==> src/rtl/core/rgmg_div.sv <==
module rgmg_div #(
    parameter int NW = 49,
    parameter int DW = 23,
    parameter int QW = 32
) (
    input  logic          clk,
    input  logic          en,
    input  logic [NW-1:0] num,
    input  logic [DW-1:0] den,
    output logic [QW-1:0] quo
);

    // Pipelined restoring divider, one quotient bit per stage.
    // Quotients of 2^QW or more saturate to all ones.
    localparam int RW = NW - QW;
    localparam int CW = ((RW > DW) ? RW : DW) + 1;

    logic [DW-1:0] rem_reg [0:QW];
    logic [QW-1:0] low_reg [0:QW];
    logic [QW-1:0] quo_reg [0:QW];
    logic [DW-1:0] den_reg [0:QW];
    logic          ovf_reg [0:QW];

    logic [CW-1:0] top_next;
    logic          ovf_next;

    // Upper numerator bits decide overflow up front
    always_comb
    begin
        top_next = CW'(num[NW-1:QW]);
        ovf_next = (top_next >= CW'(den));
    end

    always_ff @(posedge clk)
    begin
        if (en)
        begin
            rem_reg[0] <= ovf_next ? '0 : DW'(top_next);
            low_reg[0] <= num[QW-1:0];
            quo_reg[0] <= '0;
            den_reg[0] <= den;
            ovf_reg[0] <= ovf_next;
        end
    end

    for (genvar k = 1; k <= QW; k++)
    begin : g_stage
        logic [DW:0] trial;
        logic [DW:0] diff;
        logic        take;

        always_comb
        begin
            trial = {rem_reg[k-1], low_reg[k-1][QW-1]};
            diff  = trial - {1'b0, den_reg[k-1]};
            take  = (trial >= {1'b0, den_reg[k-1]});
        end

        always_ff @(posedge clk)
        begin
            if (en)
            begin
                rem_reg[k] <= take ? diff[DW-1:0] : trial[DW-1:0];
                low_reg[k] <= low_reg[k-1] << 1;
                quo_reg[k] <= {quo_reg[k-1][QW-2:0], take};
                den_reg[k] <= den_reg[k-1];
                ovf_reg[k] <= ovf_reg[k-1];
            end
        end
    end

    assign quo = ovf_reg[QW] ? '1 : quo_reg[QW];

endmodule

==> config.mk <==
export PLATFORM = sky130hd
export DESIGN_NAME = rgmg_div
export DESIGN_NICKNAME = d
export VERILOG_FILES = /design/src/rtl/core/rgmg_div.sv
export SDC_FILE = /design/constraint.sdc
export NUM_CORES = 2
export LEC_CHECK = 0
export BUFFER_PORTS_ARGS = -buffer_cell sky130_fd_sc_hd__buf_2
export CORE_AREA = 2 2 572 574
export CTS_CLUSTER_SIZE = 10
export DETAILED_ROUTE_END_ITERATION = 8
export DIE_AREA = 0 0 574 576
export SLEW_MARGIN = 40
export SYNTH_ARGS = -nofsm -noshare
export SYNTH_HDL_FRONTEND = slang
export SYNTH_SLANG_ARGS = --single-unit
==> constraint.sdc <==
create_clock -name clk -period 5.1 [get_ports clk]
set_clock_uncertainty 0.1 [all_clocks]
set_input_delay 0.51 -clock clk [delete_from_list [all_inputs] [get_ports clk]]
set_output_delay 0.51 -clock clk [all_outputs]
set_load 0.01 [all_outputs]
==> reports/metrics.cfg <==
[routing]
viasPerCell=5.111
wirelength_um=260800
vias=73041
wire_per_inst_um=18.25
drt-initial-drc-count=5098
drtPass1Iterations=6
ant_nets=0
drc_errors=0

[layout]
multi_input_area_sq_mm=0.04166
regArea_sq_mm=0.07672
largest_reg_flops=736
fillers=29700
final_layout_size_suffix_gt1_frac=0.1054
syn2layout_area_growth_pct=13.03
nets=10669

[clock_tree]
clk_latency_ps=920
cts_buffer_depth=4
cts_buffers=312
cts.htree.levels=5
cts_setup_buffers=0
cts_tree=done
clk_pin_slew_ps=60
cts_resized=0
cts_root_buf=clkbuf_16
cts.sinks=2555

[setup_path]
path_class=flip-flop to flip-flop
end_kind=flip-flop
cp_data_arrival_time_ps=4570
endpoint=rem_reg[0][263]
reg2regPathDepth=11
crit_required_ps=5580
cp-start-kind=flip-flop
rrSetupSlack_ps=1010
r2r_end=rem_reg[0][263]
startpoint=den_reg[0][230]
reg2reg_from=den_reg[0][230]
path_max_fanout=22

[sta]
setup_violations=0
finalCriticalPeriod_ps=4091
worst_pin_slew_ps=814.6
fin_ws_ps=1009
min_period_over_period=0.8021
rsz0062_at_grt=false
slew_headroom=0.4564
timing.hold.ws_ps=205.6
slew_viol_final=0
timing_hold_violations_final=0
fin_tns_setup_ps=0
max_clock_freq_ghz=0.2445

[global_route]
grt_max_degree=166
overflow=0
grt_pass1_wl_um=411600
grt_pass1_vias=73636
antenna_found_initial=4
track_usage=0.1546

[place]
routabilityCongestion=0.9113
dpl.hpwl_um=187100
port_buffers=105
pre_cts_ws_ps=818.8

[synthesis]
synth.area.top_cells=edfxtp_1 63%, ha_1 7.6%, mux2_2 3.0%, inv_1 3.0%, a21oi_1 2.6%
yosys_warnings=0
synth.top_cell.area_share=0.6256
synth_top_area_cell=edfxtp_1
synth_nets=10219
yosys-top-cells-count=2555 x edfxtp_1, 970 x inv_1, 748 x ha_1, 641 x a21oi_1, 570 x nor2_1
ys_async_sr_fraction=0
syn_inst=9366
synth.avg_cell_area_sq_um=13.09
synth_most_common_cell=edfxtp_1
yosysUniqueCellTypes=92
synth_edf_count=2555
ys_seq_elements=2555
syn_area_sq_mm=0.1226
synth-seq-area-share=0.6256
synth_flop_cell=edfxtp_1

[power]
p_comb_frac=0.377
p_switching_uw=28160
power_density_mw_per_mm2=595.4
cellLeakagePower_uw=0.05460
ir_worst_vdd_v=0.0003229
p_sw_frac=0.3412
p_int_uw=54380
seqPwrFrac=0.385
p_clk_frac=0.238

[floorplanning]
core_area_sq_mm=0.3253
rows=210
die-area_sq_mm=0.3306
start_util=0.3770
fp.dieH_um=576
ios=106
die_width_um=574

[worst_hold_path]
worstHoldPathType=primary input to flip-flop

[job]
maxCapViolCount=0

[status]
status=finished clean

-- worst min-delay path by stage --
stage | start | to | slack, ps | cells past startpoint
3_3_place_gp | quo_reg[25][17] | quo_reg[26][18] | 300 | 0
6_report | num[18] | low_reg[0][18] | 210 | 2
3_5_place_dp | low_reg[0][136] | low_reg[0][169] | 300 | 0
2_1_floorplan | low_reg[0][67] | low_reg[0][100] | 300 | 0
5_1_grt | num[14] | low_reg[0][14] | 150 | 2
4_1_cts | num[18] | low_reg[0][18] | 100 | 2
-- kinds of logic after synthesis --
group	count (synthesis)	synth area share
xor gates and xnor gates	531	0.03792
AOI/OAI and AO/OA	2116	0.1098
and+or+nand+nor	1873	0.07313
buffers and inverters	1116	0.03531
muxes	396	0.03685
adders and majority gates	779	0.08137
DFF	2555	0.6256
-- critical path, stage by stage, from the launching register on --
cell and delay (ps):
edfxtp_1 440, ha_1 230, fa_1 230, nor2b_1 60, o21ai_0 230, a21oi_1 140, o21ai_0 320, a21oi_1 240
o31ai_1 550, o21a_1 640, buf_4 370, o21ai_0 230
-- metal layers --
metal | track usage | part of all wire
met5 | 0 | 0
met4 | 0.04803 | 0.029
met3 | 0.02348 | 0.042
met2 | 0.2626 | 0.48
met1 | 0.2032 | 0.45
-- timing repair --
action | CTS | global route
endpoints found under the hold margin | 101 | 0
endpoints found under the setup margin | 0 | 0
hold buffers | 73 | 0
-- cell usage in the layout (no fill, tap or decap), types with 35 or more instances in the layout --
cell type      count
o21bai_1          69
mux2i_1           36
or3_1             47
buf_2            104
nor3_1           120
a21o_1           330
mux2_2           331
o21a_1           120
a211oi_1          66
edfxtp_1        2555
nor2_1           570
and2_1            43
a31oi_1           78
buf_4             78
nor2b_1          109
nand2b_1          91
ha_1             748
inv_1            969
o211ai_1          40
clkbuf_16        317
xor2_1           191
nand3_1          111
clkinv_1          35
a21oi_1          640
o31ai_1           58
and3_1            68
o21ai_0          411
dlygate4sd3_1     73
xnor2_1          340
a21boi_0          46
clkbuf_1          46
nand2_1          470
nand4_1           99
or2_2             63
-- area by class of cell --
cell class,count,share of cell area
inverter,974,0.02637
clock inverter,79,0.005172
sequential,2555,0.5535
timing repair buffer,278,0.01673
multi-input combinational,5695,0.3005
tap,4346,0.03923
clock buffer,363,0.05847
antenna,1,0.00001805
-- power groups by stage --
stage | sequential [uW] | clock (uW) | combinational (uW)
4_1_cts | 31900 | 20500 | 31000
6_report | 31800 | 19700 | 31100
3_5_place_dp | 32200 | 0 | 30700
5_1_grt | 32200 | 21300 | 34700
3_3_place_gp | 32300 | 0 | 30100
2_1_floorplan | 30600 | 0 | 24000
-- metrics by stage --
step / area, sq um / util / power, uW / std cells
floorplan: 122600 / - / 54630 / 9366
global placement: 128900 / 0.3963 / 62340 / 13771
detailed placement: 129000 / 0.3965 / 62880 / 13773
CTS: 138500 / 0.4259 / 83330 / 14288
global route: 138600 / 0.4261 / 88140 / 14291
finish: 138600 / 0.4261 / 82540 / 14291
No activity file was read; power rests on OpenSTA's default activity.
